<file path="config.mk">
export PLATFORM = sky130hd
export DESIGN_NAME = lndc_window_mac
export DESIGN_NICKNAME = d
export VERILOG_FILES = /design/src/rtl/lndc_pkg.sv /design/src/rtl/lndc_window_mac.sv
export SDC_FILE = /design/constraint.sdc
export NUM_CORES = 1
export LEC_CHECK = 0
export BUFFER_PORTS_ARGS = -buffer_cell sky130_fd_sc_hd__buf_4
export CAP_MARGIN = 30
export CORE_AREA = 2 2 114 138
export DETAILED_ROUTE_END_ITERATION = 10
export DIE_AREA = 0 0 116 140
export GPL_TIMING_DRIVEN = 0
export PLACE_DENSITY_LB_ADDON = 0.15
export SETUP_SLACK_MARGIN = 0.05
export SLEW_MARGIN = 20
export SYNTH_ARGS = -nofsm -noshare
export SYNTH_HDL_FRONTEND = slang
export SYNTH_SLANG_ARGS = --single-unit
</file>
<file path="constraint.sdc">
create_clock -name clk -period 11 [get_ports clk]
set_input_delay 1.1 -clock clk [delete_from_list [all_inputs] [get_ports clk]]
set_output_delay 1.1 -clock clk [all_outputs]
set_load 0.05 [all_outputs]
</file>
<file path="src/rtl/lndc_pkg.sv">
// Shared types, constants and mask weights for the 3x3 line-detection convolution.
package lndc_pkg;

  localparam int MAX_WIDTH_DEF  = 2048;
  localparam int MAX_HEIGHT_DEF = 2048;

  localparam int PIX_W      = 8;
  localparam int POS_W      = 11;
  localparam int CFG_DATA_W = 12;
  localparam int CFG_IDX_W  = 2;
  localparam int MODE_W     = 2;
  localparam int SUM_W      = 12;
  localparam int MIN_DIM    = 3;

  localparam logic [CFG_IDX_W-1:0] REG_MASK_MODE    = 2'd0;
  localparam logic [CFG_IDX_W-1:0] REG_IMAGE_WIDTH  = 2'd1;
  localparam logic [CFG_IDX_W-1:0] REG_IMAGE_HEIGHT = 2'd2;

  localparam logic [MODE_W-1:0] MODE_HORIZONTAL = 2'd0;
  localparam logic [MODE_W-1:0] MODE_VERTICAL   = 2'd1;
  localparam logic [MODE_W-1:0] MODE_LEFT_DIAG  = 2'd2;
  localparam logic [MODE_W-1:0] MODE_RIGHT_DIAG = 2'd3;

  localparam logic [CFG_DATA_W-1:0] WIDTH_RST  = 12'd2048;
  localparam logic [CFG_DATA_W-1:0] HEIGHT_RST = 12'd2048;

  typedef logic [PIX_W-1:0] pixel_t;
  typedef logic signed [SUM_W-1:0] sum_t;
  typedef logic signed [2:0] weight_t;

  typedef struct packed {
    logic load;
    logic retire;
  } lb_ctrl_t;

  // weights indexed [mode][column offset][row offset]
  localparam weight_t LINE_MASKS [4][3][3] = '{
    '{'{-3'sd1, 3'sd2, -3'sd1}, '{-3'sd1, 3'sd2, -3'sd1}, '{-3'sd1, 3'sd2, -3'sd1}},
    '{'{-3'sd1, -3'sd1, -3'sd1}, '{3'sd2, 3'sd2, 3'sd2}, '{-3'sd1, -3'sd1, -3'sd1}},
    '{'{3'sd2, -3'sd1, -3'sd1}, '{-3'sd1, 3'sd2, -3'sd1}, '{-3'sd1, -3'sd1, 3'sd2}},
    '{'{-3'sd1, -3'sd1, 3'sd2}, '{-3'sd1, 3'sd2, -3'sd1}, '{3'sd2, -3'sd1, -3'sd1}}
  };

  function automatic sum_t mask_term(logic [MODE_W-1:0] mode, logic [1:0] dx,
                                     logic [1:0] dy, pixel_t p);
    sum_t pv;
    sum_t wv;
    pv = sum_t'($signed({1'b0, p}));
    wv = sum_t'(LINE_MASKS[mode][dx][dy]);
    return pv * wv;
  endfunction

endpackage

</file>
<file path="src/rtl/lndc_window_mac.sv">
// 3x3 window registers, mask weighted sum and clamp to the pixel range.
module lndc_window_mac (
  input  logic                                clk,
  input  logic                                rst,
  input  logic                                advance,
  input  lndc_pkg::pixel_t                    top,
  input  lndc_pkg::pixel_t                    mid,
  input  lndc_pkg::pixel_t                    pix,
  input  logic [lndc_pkg::MODE_W-1:0]         mode,
  output lndc_pkg::pixel_t                    result
);
  import lndc_pkg::*;

  pixel_t [2:0][2:0] win;
  pixel_t [2:0][2:0] win_next;
  sum_t              sum;

  always_comb begin
    for (int dy = 0; dy < 3; dy++) begin
      win_next[dy][0] = win[dy][1];
      win_next[dy][1] = win[dy][2];
    end
    win_next[0][2] = top;
    win_next[1][2] = mid;
    win_next[2][2] = pix;
  end

  always_ff @(posedge clk) begin
    if (rst) begin
      win <= '0;
    end else if (advance) begin
      win <= win_next;
    end
  end

  always_comb begin
    sum = '0;
    for (int dx = 0; dx < 3; dx++) begin
      for (int dy = 0; dy < 3; dy++) begin
        sum = sum + mask_term(mode, 2'(dx), 2'(dy), win_next[dy][dx]);
      end
    end
  end

  always_comb begin
    if (sum < 0) begin
      result = '0;
    end else if (sum > sum_t'(255)) begin
      result = '1;
    end else begin
      result = sum[PIX_W-1:0];
    end
  end

endmodule

</file>
* After elaboration in Yosys (flattened, before gate mapping) *
Index checks and enable logic that the tools add are counted.

storage, ports and cells
  bits of input ports = 29
  bits in registers = 48
  word-level logic and storage cells = 32

operators by class
  add/sub/neg operators = 8
  magnitude comparators = 3
  bitwise logic cells = 1
  multiplexer cells = 5
  multiply operators = 9

operator list
  operator               count
  $mul A9 B3 Y12         9
  $add A12 B12 Y12       8
  $bmux W27 S2           1
  $mux W27               2
  $mux W8                2
  $gt A12 B9 Y1 const B  1
  $lt A12 B1 Y1 const B  1
  $ge A3 B3 Y1 const B   1
  $not A2 Y3             1

* Longest topological paths before layout *
Gate-level depths: netlist of run 1.

  word-level depth = 16
  mapped depth = 27
  gate-level depth less buffers = 24

* Least setup slack after synthesis of run 1 *
No wires, ideal clock.

  kind = in2out
  start point = input port mode[0] (netlist name)
  end point = output port result[4]
  required time = 9.900 ns
  arrival time = 7.802 ns
  stages on the path = 24
  setup slack = 2.098 ns
  cell sequence = inv_1 -> ha_1 -> inv_1 -> clkbuf_1 -> nand2_1 -> fa_1 -> inv_1 -> fa_1 -> inv_1 -> fa_1 -> inv_1 -> fa_1 -> fa_1 -> fa_1 -> inv_1 -> fa_1 -> inv_1 -> ha_1 -> a21oi_1 -> nand4b_1 -> a311oi_1 -> or3_1 -> buf_6 -> a32oi_1

between the ends
  word-level cells in the longest chain between the ends = 16

ends and longest elaborated chain
  element                                         line                   source
  start, declared                                 lndc_window_mac.sv:9   input logic [lndc_pkg::MODE_W-1:0] mode,
  $not A2 Y3 (not written as such) *              lndc_pkg.sv:49         wv = sum_t'(LINE_MASKS[mode][dx][dy]);
  $bmux W27 S2 *                                  lndc_pkg.sv:49
  $mux W27 (not written as such) * (2 in series)  lndc_pkg.sv:49
  $mul A9 B3 Y12                                  lndc_pkg.sv:50         return pv * wv;
  $add A12 B12 Y12 (7 in series)                  lndc_window_mac.sv:40  sum = sum + mask_term(mode, 2'(dx), 2'(dy), win_next[dy][dx]);
  $add A12 B12 Y12 *                              lndc_window_mac.sv:40
  $gt A12 B9 Y1                                   lndc_window_mac.sv:48  end else if (sum > sum_t'(255)) begin
  $mux W8                                         lndc_window_mac.sv:48
  $mux W8 *                                       lndc_window_mac.sv:46  if (sum < 0) begin
  end, declared                                   lndc_window_mac.sv:10  output lndc_pkg::pixel_t result

Every way passes the cells marked *; elsewhere a longest branch is shown, timed or not. The select of a mux whose other input is x is not followed.

* Worst setup path after layout of run 1 *
  start point = input port mode[0] (netlist name)
  end point = output port result[1]

The elaborated chain is that of the path after synthesis.

==> results of run 1 <==
## worst max path at each step
| stage | slack, ns | cells past startpoint | to |
|---|---|---|---|
| detailed placement | 1.45 | 25 | result[3] |
| CTS | 1.43 | 25 | result[3] |
| floorplan | 2.10 | 24 | result[4] |
| global route | 0.96 | 25 | result[1] |
| global placement | 1.55 | 25 | result[7] |
| finish | 1.39 | 25 | result[1] |
## logic make-up after synthesis
| family | Yosys count | synth area share |
|---|---|---|
| fa+ha+maj | 248 | 0.548 |
| simple gates | 192 | 0.104 |
| flops | 48 | 0.117 |
| compound gates | 24 | 0.0237 |
| buf+inv | 275 | 0.127 |
| mux | 48 | 0.0584 |
| xor+xnor | 16 | 0.0222 |
## cell type report
class | instances | area share
inverter | 251 | 0.106
buffer | 24 | 0.0114
sequential | 48 | 0.108
clock inverter | 2 | 0.00141
multi-input combinational | 528 | 0.701
clock buffer | 5 | 0.0141
timing repair buffer | 34 | 0.0288
tap | 204 | 0.0288
## cells in the mapped netlist, types with 2 or more instances
cell type    n
or2_1        7
ha_1        59
nand2b_1     6
o21a_1       3
buf_2        3
fa_1       188
a211oi_2     2
dfxtp_1     48
nor2b_1     23
xor2_1       5
a21o_1       3
xnor2_1      8
mux2i_1     48
or2_2       11
or3_1        2
inv_2        3
nor2_1     104
inv_1      248
clkbuf_1    18
a21oi_1      2
nand2_1     36
buf_1        2
o21ai_0      2
xnor3_1      2
a32oi_1      8
## worst reg2reg max path: cells and delay by family (launching register included)
kind	cells	cell delay [ns]
and+or+nand+nor	1	0.11
DFF	1	0.52
muxes	1	0.13
## metrics by stage
| step | std cells | area (um^2) | worst slack [ns] | hold WS (ns) | util |
|---|---|---|---|---|---|
| global route | 1096 | 8880 | 0.962 | 0.543 | 0.598 |
| CTS | 1096 | 8880 | 1.43 | 0.511 | 0.598 |
| detailed placement | 1089 | 8740 | 1.45 | 0.493 | 0.589 |
| floorplan | 851 | 8230 | 2.10 | 0.460 | - |
| finish | 1096 | 8880 | 1.39 | 0.523 | 0.598 |
| global placement | 1089 | 8740 | 1.55 | 0.481 | 0.589 |
## layer usage
metal / track usage / vias to the layer above / part of all wire
li1: - / 2538 / -
met5: 0 / - / 0
met3: 0.0190 / 52 / 0.028
met4: 0.138 / 0 / 0.064
met1: 0.292 / 2764 / 0.37
met2: 0.477 / 132 / 0.54
==> metrics.csv, run 1 <==
stage,metric,value,unit
synthesis,synth_cells,851,
drt,vias,5486,
sta,slew_headroom,0.420,
synthesis,syn_area,8230,um^2
synthesis,seq_area_frac_synth,0.117,
critical_path,reg2regPathDepth,2,
die,io_pins,37,
critical_path,arrival,8.51,ns
layout,syn2layout_area_growth,7.88,%
cts,cts_tree,yes,
layout,multi_input_area,6220,um^2
layout,fillers,1336,
critical_path,slowest_stage,clkbuf_1,
die,die_h,140,um
sta,fin_crit_sh,0.874,
cts,clk_latency,0.30,ns
cts,cts_hold_buf,0,
placement,port_buffers,34,
sta,final-setup-viol-count,0,
grt,globalRoute.totalOverflow,0,
cts,post-cts-setup-buffer-count,0,
synthesis,synth_flop_cell,dfxtp_1,
layout,antennaDiodeCount,0,
synthesis,ys_top_cells_by_area,"fa_1, dfxtp_1, inv_1",
layout,largest_reg_flops,48,
drt,drt_iter0_drc,220,
layout,top_regs,win: 48 flops,
grt,grt_pass1_vias,6246,
placement,hpwlAfterDp,16.3,mm
critical_path,critPathKind,in2out,
die,dieArea,16200,um^2
critical_path,worstPathMaxFanout,13,
drt,wl_per_cell,17.2,um
critical_path,cpPeakStageDelay,0.63,ns
layout,final_common_cell,inv_1,
drt,ant_nets,0,
synthesis,yosysWarnings,0,
layout,max_flop_register,win,
die,start_util,0.555,
critical_path,setup.worst_path.start,mode[0],
synthesis,ys_ff_latch,48,
cts,clock-sinks,48,
drt,dr.pass1.iters,6,
critical_path,r2r_start,win[18],
drt,totalWireLength,18.8,mm
sta,fmax,104,MHz
synthesis,syn-num-nets,1127,
sta,maxSlewViolCount,0,
cts,clk_pin_slew,0.07,ns
synthesis,synthDistinctLibCells,35,
outcome,outcome,"complete, no violations",
die,dieWidth,116,um
critical_path,crit_required,9.90,ns
sta,skew,0.00615,ns
layout,nets,1168,
cts,cts-root-buf,clkbuf_16,
critical_path,critPathLaunchType,input pin,
drt,post_drt_via_cell_ratio,5.01,
layout,final_cell_mix,"inv_1, fa_1, nor2_1",
synthesis,async_flop_share,0,
synthesis,synth_edf_count,0,
cts,clock_tree.buffer_depth,2,
synthesis,syn_avg_cell_area,9.67,um^2
cts,cts-htree-levels,2,
critical_path,critPathCaptureType,output port,
layout,ff_latch_area,961,um^2
synthesis,yosysTopAreaCell,fa_1,
sta,tightest_slew,0.870,ns
critical_path,crit_family,adder cells,
cts,numCtsBuffers,5,
sta,finalHoldViolations,0,
placement,gp_congestion,0.881,
sta,fin_crit,9.61,ns
synthesis,netlist.area_leader.share,0.457,
min_path,holdPathEnd,win[57],
sta,rsz0062_at_grt,false,
min_path,hold_depth,2,
grt,grt_use_total,0.258,
grt,antenna_found_initial,0,
grt,grt_first_pass_wirelength,31.0,mm
min_path,hold_class,reg2reg,
run,drv_cap,0,
layout,drive_above_1_share,0.0695,
cts,cts_resized,0,
grt,grt_max_degree,15,
critical_path,reg2reg_setup_slack,10.18,ns
critical_path,reg2reg_to,win[10],
min_path,holdCritStartpoint,win[57],
die,coreArea,14800,um^2
critical_path,path_buf_inv,10,
sta,tns,0,ns
drt,drc,0,
die,num_rows,49,
Power of run 1 is not shown: default switching activity piles up to over one toggle a cycle in this logic, so the estimate is an artifact.
==> run 2, diff against run 1 <==
ABC_AREA = 1   (was not set)
CORE_AREA = 2 2 115 139   (was 2 2 114 138)
DIE_AREA = 0 0 117 141   (was 0 0 116 140)
SKIP_CTS_REPAIR_TIMING = 1   (was not set)
==> run 2 against run 1 <==
  * Count of clock-buffer cells in the layout unchanged
  * Design area rose by 2.0%
  * Worst setup slack gained 0.47 ns
  * First-iteration DRC count rose by 49%
  * Worst hold slack worse by 0.040 ns
  * Synthesized cell count grew 14%
  * Highest routed layer unchanged
==> metrics.csv, run 2 <==
stage,metric,value,unit
cts,clock-sinks,48,
synthesis,synth_cells,970,
grt,grt_max_degree,15,
layout,fin_util,0.591,
synthesis,yosysWarnings,0,
placement,hpwlAfterDp,17.1,mm
sta,final-setup-viol-count,0,
synthesis,synth_edf_count,0,
synthesis,syn_area,8350,um^2
synthesis,seq_area_frac_synth,0.115,
drt,drc,0,
die,dieWidth,117,um
placement,placed_area,8870,um^2
critical_path,cpPeakStageDelay,0.64,ns
drt,totalWireLength,19.8,mm
synthesis,async_flop_share,0,
grt,grt_first_pass_wirelength,31.8,mm
synthesis,synthDistinctLibCells,26,
synthesis,synth_common_cells,"inv_1, fa_1, nor2_1, nand2_1, ha_1",
cts,cts-htree-levels,2,
cts,numCtsBuffers,5,
critical_path,r2r_start,win[70],
layout,ff_latch_area,961,um^2
grt,antenna_found_initial,0,
die,io_pins,37,
cts,clock_tree.buffer_depth,2,
synthesis,synth.most_common_cell,inv_1,
layout,drive_above_1_share,0.0613,
layout,antennaDiodeCount,0,
critical_path,setup.worst_path.start,mode[0],
cts,cts-root-buf,clkbuf_16,
synthesis,ys_ff_latch,48,
cts,clk_latency,0.29,ns
grt,globalRoute.totalOverflow,0,
sta,fin_crit,9.15,ns
drt,dr.pass1.iters,4,
layout,final_common_cell,inv_1,
sta,rsz0062_at_grt,false,
grt,grt_pass1_vias,6102,
layout,fillers,1423,
drt,ant_nets,0,
placement,gp_congestion,0.921,
min_path,hold_class,reg2reg,
drt,drt_iter0_drc,327,
synthesis,ys_top_cells_by_area,"fa_1, inv_1, dfxtp_1",
layout,design_area,9050,um^2
sta,maxSlewViolCount,0,
sta,skew,0.00444,ns
drt,post_drt_via_cell_ratio,4.87,
layout,max_flop_register,win,
drt,wl_per_cell,16.2,um
synthesis,syn-num-nets,1246,
layout,syn2layout_area_growth,8.48,%
placement,port_buffers,35,
layout,nets,1288,
sta,slew_headroom,0.370,
sta,fmax,109,MHz
outcome,outcome,"complete, no violations",
run,drv_cap,0,
sta,tightest_slew,0.946,ns
layout,multi_input_area,6170,um^2
critical_path,critPathCaptureType,output port,
synthesis,yosysTopAreaCell,fa_1,
critical_path,critPathKind,in2out,
cts,cts_tree,yes,
die,start_util,0.545,
synthesis,netlist.area_leader.share,0.451,
layout,largest_reg_flops,48,
layout,final_cell_mix,"inv_1, fa_1, nor2_1",
sta,tns,0,ns
critical_path,slowest_stage,clkbuf_1,
critical_path,crit_required,9.90,ns
drt,vias,5941,
layout,fin_cells,1220,
synthesis,syn_avg_cell_area,8.60,um^2
die,die_h,141,um
cts,clk_pin_slew,0.07,ns
critical_path,critPathLaunchType,input pin,
sta,finalHoldViolations,0,
min_path,holdCritStartpoint,win[57],
die,dieArea,16500,um^2
die,coreArea,15300,um^2
sta,fin_crit_sh,0.831,
critical_path,worstPathMaxFanout,13,
synthesis,synth_flop_cell,dfxtp_1,
critical_path,arrival,8.05,ns
critical_path,crit_top_cell,inv_1,
layout,top_regs,win: 48 flops,
grt,grt_use_total,0.262,
die,num_rows,50,
placement,place_inst,1213,
-- run 2: cell count changes in the layout (fill, tap and decap cells not counted), sizes merged, moves of 7 or more --
cell    previous run  this run
a211oi             2        42
a21oi              2         9
a32oi              8         0
inv              251       294
mux2i             48         0
nand2             36       114
nand3              0        12
nor2             104       130
nor2b             23         0
nor3               1         9
-- run 2: final timing paths --
check / cells after the start / slack [ns] / end
max: 28 / 1.85 / result[7]
max reg2reg: 2 / 10.18 / win[62]
min reg2reg: 2 / 0.48 / win[57]
min: 2 / 0.48 / win[57]
-- run 2: cell type report --
type / count / area share
repair buffers: 35 / 0.0290
multi-input cells: 600 / 0.682
flip-flops and latches: 48 / 0.106
inverters: 295 / 0.122
plain buffers: 27 / 0.0117
well taps: 208 / 0.0287
clock inverters: 2 / 0.00663
clock buffers: 5 / 0.0138
-- run 2: cells by family after synthesis --
group / share of synthesized area
buffers and inverters: 0.145
AND/OR/NAND/NOR: 0.135
adder cells (fa/ha/maj): 0.541
AO/OA/AOI/OAI: 0.0483
flip-flops: 0.115
XOR/XNOR: 0.0157
-- run 2: per-stage QoR --
stage / worst slack (ns) / hold slack [ns]
2_1_floorplan: 2.52 / 0.456
3_3_place_gp: 1.94 / 0.472
3_5_place_dp: 1.91 / 0.473
4_1_cts: 1.89 / 0.482
5_1_grt: 1.44 / 0.526
6_report: 1.85 / 0.483
-- run 2: metal layers --
layer,up-vias,global-route usage,part of all wire
met3,32,0.0254,0.041
li1,2871,-,-
met4,0,0.0737,0.035
met2,149,0.457,0.52
met1,2889,0.349,0.41
met5,-,0,0
-- run 2: worst max-delay path: cells and delay by family --
family | cells | cell delay, ns
compound gates | 1 | 0.15
simple gates | 7 | 0.96
fa+ha+maj | 9 | 4.27
buf+inv | 11 | 1.56
Power of run 2 is left out for the same reason.
==> run 3, diff against run 2 <==
clock period = 7.8 ns   (was 11 ns; I/O delays follow)
==> run 3 against run 2 <==
  * Via count rose by 2.7%
  * Global-route usage fell by 0.38 points
  * Flip-flop and latch count did not move
  * Die area did not move
  * Utilization rose by 2.9 points
  * Non-clock buffer count rose by 12
  * Count of clock-buffer cells in the layout rose by 2
  * First-iteration DRC count fell by 4.0%
  * Clock skew rose by 0.0016 ns
  * Largest cell class unchanged
==> metrics.csv, run 3 (synthesized netlist as in run 2, its figures left out) <==
stage,metric,value,unit
cts,clk_pin_slew,0.07,ns
die,dieArea,16500,um^2
die,dieWidth,117,um
drt,dr.pass1.iters,5,
sta,fin_crit,7.52,ns
die,coreArea,15300,um^2
sta,skew,0.00608,ns
drt,drt_iter0_drc,314,
critical_path,cpPeakStageDelay,0.52,ns
layout,fillers,1372,
drt,ant_nets,0,
critical_path,crit_top_cell,fa_1,
placement,gp_congestion,0.895,
cts,cts-htree-levels,2,
min_path,hold_class,reg2reg,
die,io_pins,37,
critical_path,setup.worst_path.start,mode[1],
drt,post_drt_via_cell_ratio,4.95,
drt,wl_per_cell,16.3,um
grt,grt_pass1_vias,6182,
layout,final_cell_mix,"inv_1, fa_1, nor2_1",
drt,drc,0,
placement,port_buffers,35,
drt,totalWireLength,20.1,mm
sta,finalHoldViolations,0,
sta,final-setup-viol-count,0,
critical_path,critPathLaunchType,input pin,
critical_path,critPathKind,in2out,
sta,maxSlewViolCount,0,
sta,tightest_slew,0.696,ns
sta,fin_crit_sh,0.965,
critical_path,worstPathMaxFanout,10,
die,die_h,141,um
sta,rsz0062_at_grt,false,
critical_path,crit_required,7.02,ns
cts,cts_tree,yes,
layout,syn2layout_area_growth,13.9,%
cts,clock_tree.buffer_depth,2,
sta,slew_headroom,0.536,
placement,hpwlAfterDp,17.0,mm
die,num_rows,50,
run,drv_cap,0,
sta,fmax,133,MHz
drt,vias,6104,
layout,largest_reg_flops,48,
outcome,outcome,"complete, no violations",
critical_path,r2r_start,win[70],
die,start_util,0.545,
cts,clock-sinks,48,
layout,antennaDiodeCount,0,
grt,grt_max_degree,15,
min_path,holdCritStartpoint,win[57],
layout,final_common_cell,inv_1,
grt,globalRoute.totalOverflow,0,
layout,nets,1300,
cts,clk_latency,0.29,ns
layout,top_regs,win: 48 flops,
cts,numCtsBuffers,5,
grt,grt_first_pass_wirelength,31.5,mm
sta,holdWs,0.488,ns
critical_path,critPathCaptureType,output port,
grt,grt_use_total,0.259,
layout,drive_above_1_share,0.136,
critical_path,arrival,6.74,ns
critical_path,slowest_stage,fa_1,
cts,cts-root-buf,clkbuf_16,
layout,max_flop_register,win,
grt,antenna_found_initial,0,
==> run 3: changes by cell type in the layout (fill, tap and decap cells not counted), sizes merged <==
cell | before | now
buf | 39 | 60
bufinv | 2 | 0
clkbuf | 28 | 21
clkinv | 1 | 0
clkinvlp | 0 | 4
inv | 294 | 292
==> run 3: metrics by stage <==
stage	utilization	instance area (um^2)	setup WS (ns)	std cells	TNS, ns
after floorplan	-	8350	-0.0399	970	-0.272
after global placement	0.579	8870	-0.660	1213	-5.11
after detailed placement	0.579	8870	-0.693	1213	-5.46
after CTS	0.589	9020	-0.705	1221	-5.57
after global routing	0.620	9510	0.0107	1233	0
final	0.620	9510	0.276	1233	0
==> run 3: worst max-delay path: cells and delay by family <==
family | cells | cell delay [ns]
adders and majority gates | 9 | 3.90
buffers and inverters | 11 | 1.11
and+or+nand+nor | 7 | 0.94
==> run 3: metal layers <==
metal  up-vias  global-route usage  wire [um]
met5         -                   0          0
met4         0              0.0861        614
li1       2899                   -          -
met1      3002               0.343       8070
met2       162               0.445      10600
met3        41              0.0232        806
==> run 3: final timing paths <==
check	cells after the start	slack (ns)	to
worst max register to register	2	6.94	win[62]
worst min-delay path	2	0.49	win[57]
worst min register to register	2	0.49	win[57]
worst max-delay path	27	0.28	result[5]
==> run 3: layout make-up <==
| cell class | instances | area (um^2) | share of cell area |
|---|---|---|---|
| Buffer | 26 | 194 | 0.0204 |
| Multi-Input combinational cell | 600 | 6430 | 0.676 |
| Sequential cell | 48 | 961 | 0.101 |
| Tap cell | 208 | 260 | 0.0274 |
| Clock inverter | 1 | 7.51 | 0.000790 |
| Clock buffer | 7 | 143 | 0.0150 |
| Inverter | 295 | 1120 | 0.118 |
| Timing Repair Buffer | 48 | 390 | 0.0411 |
Power of run 3 is left out for the same reason.
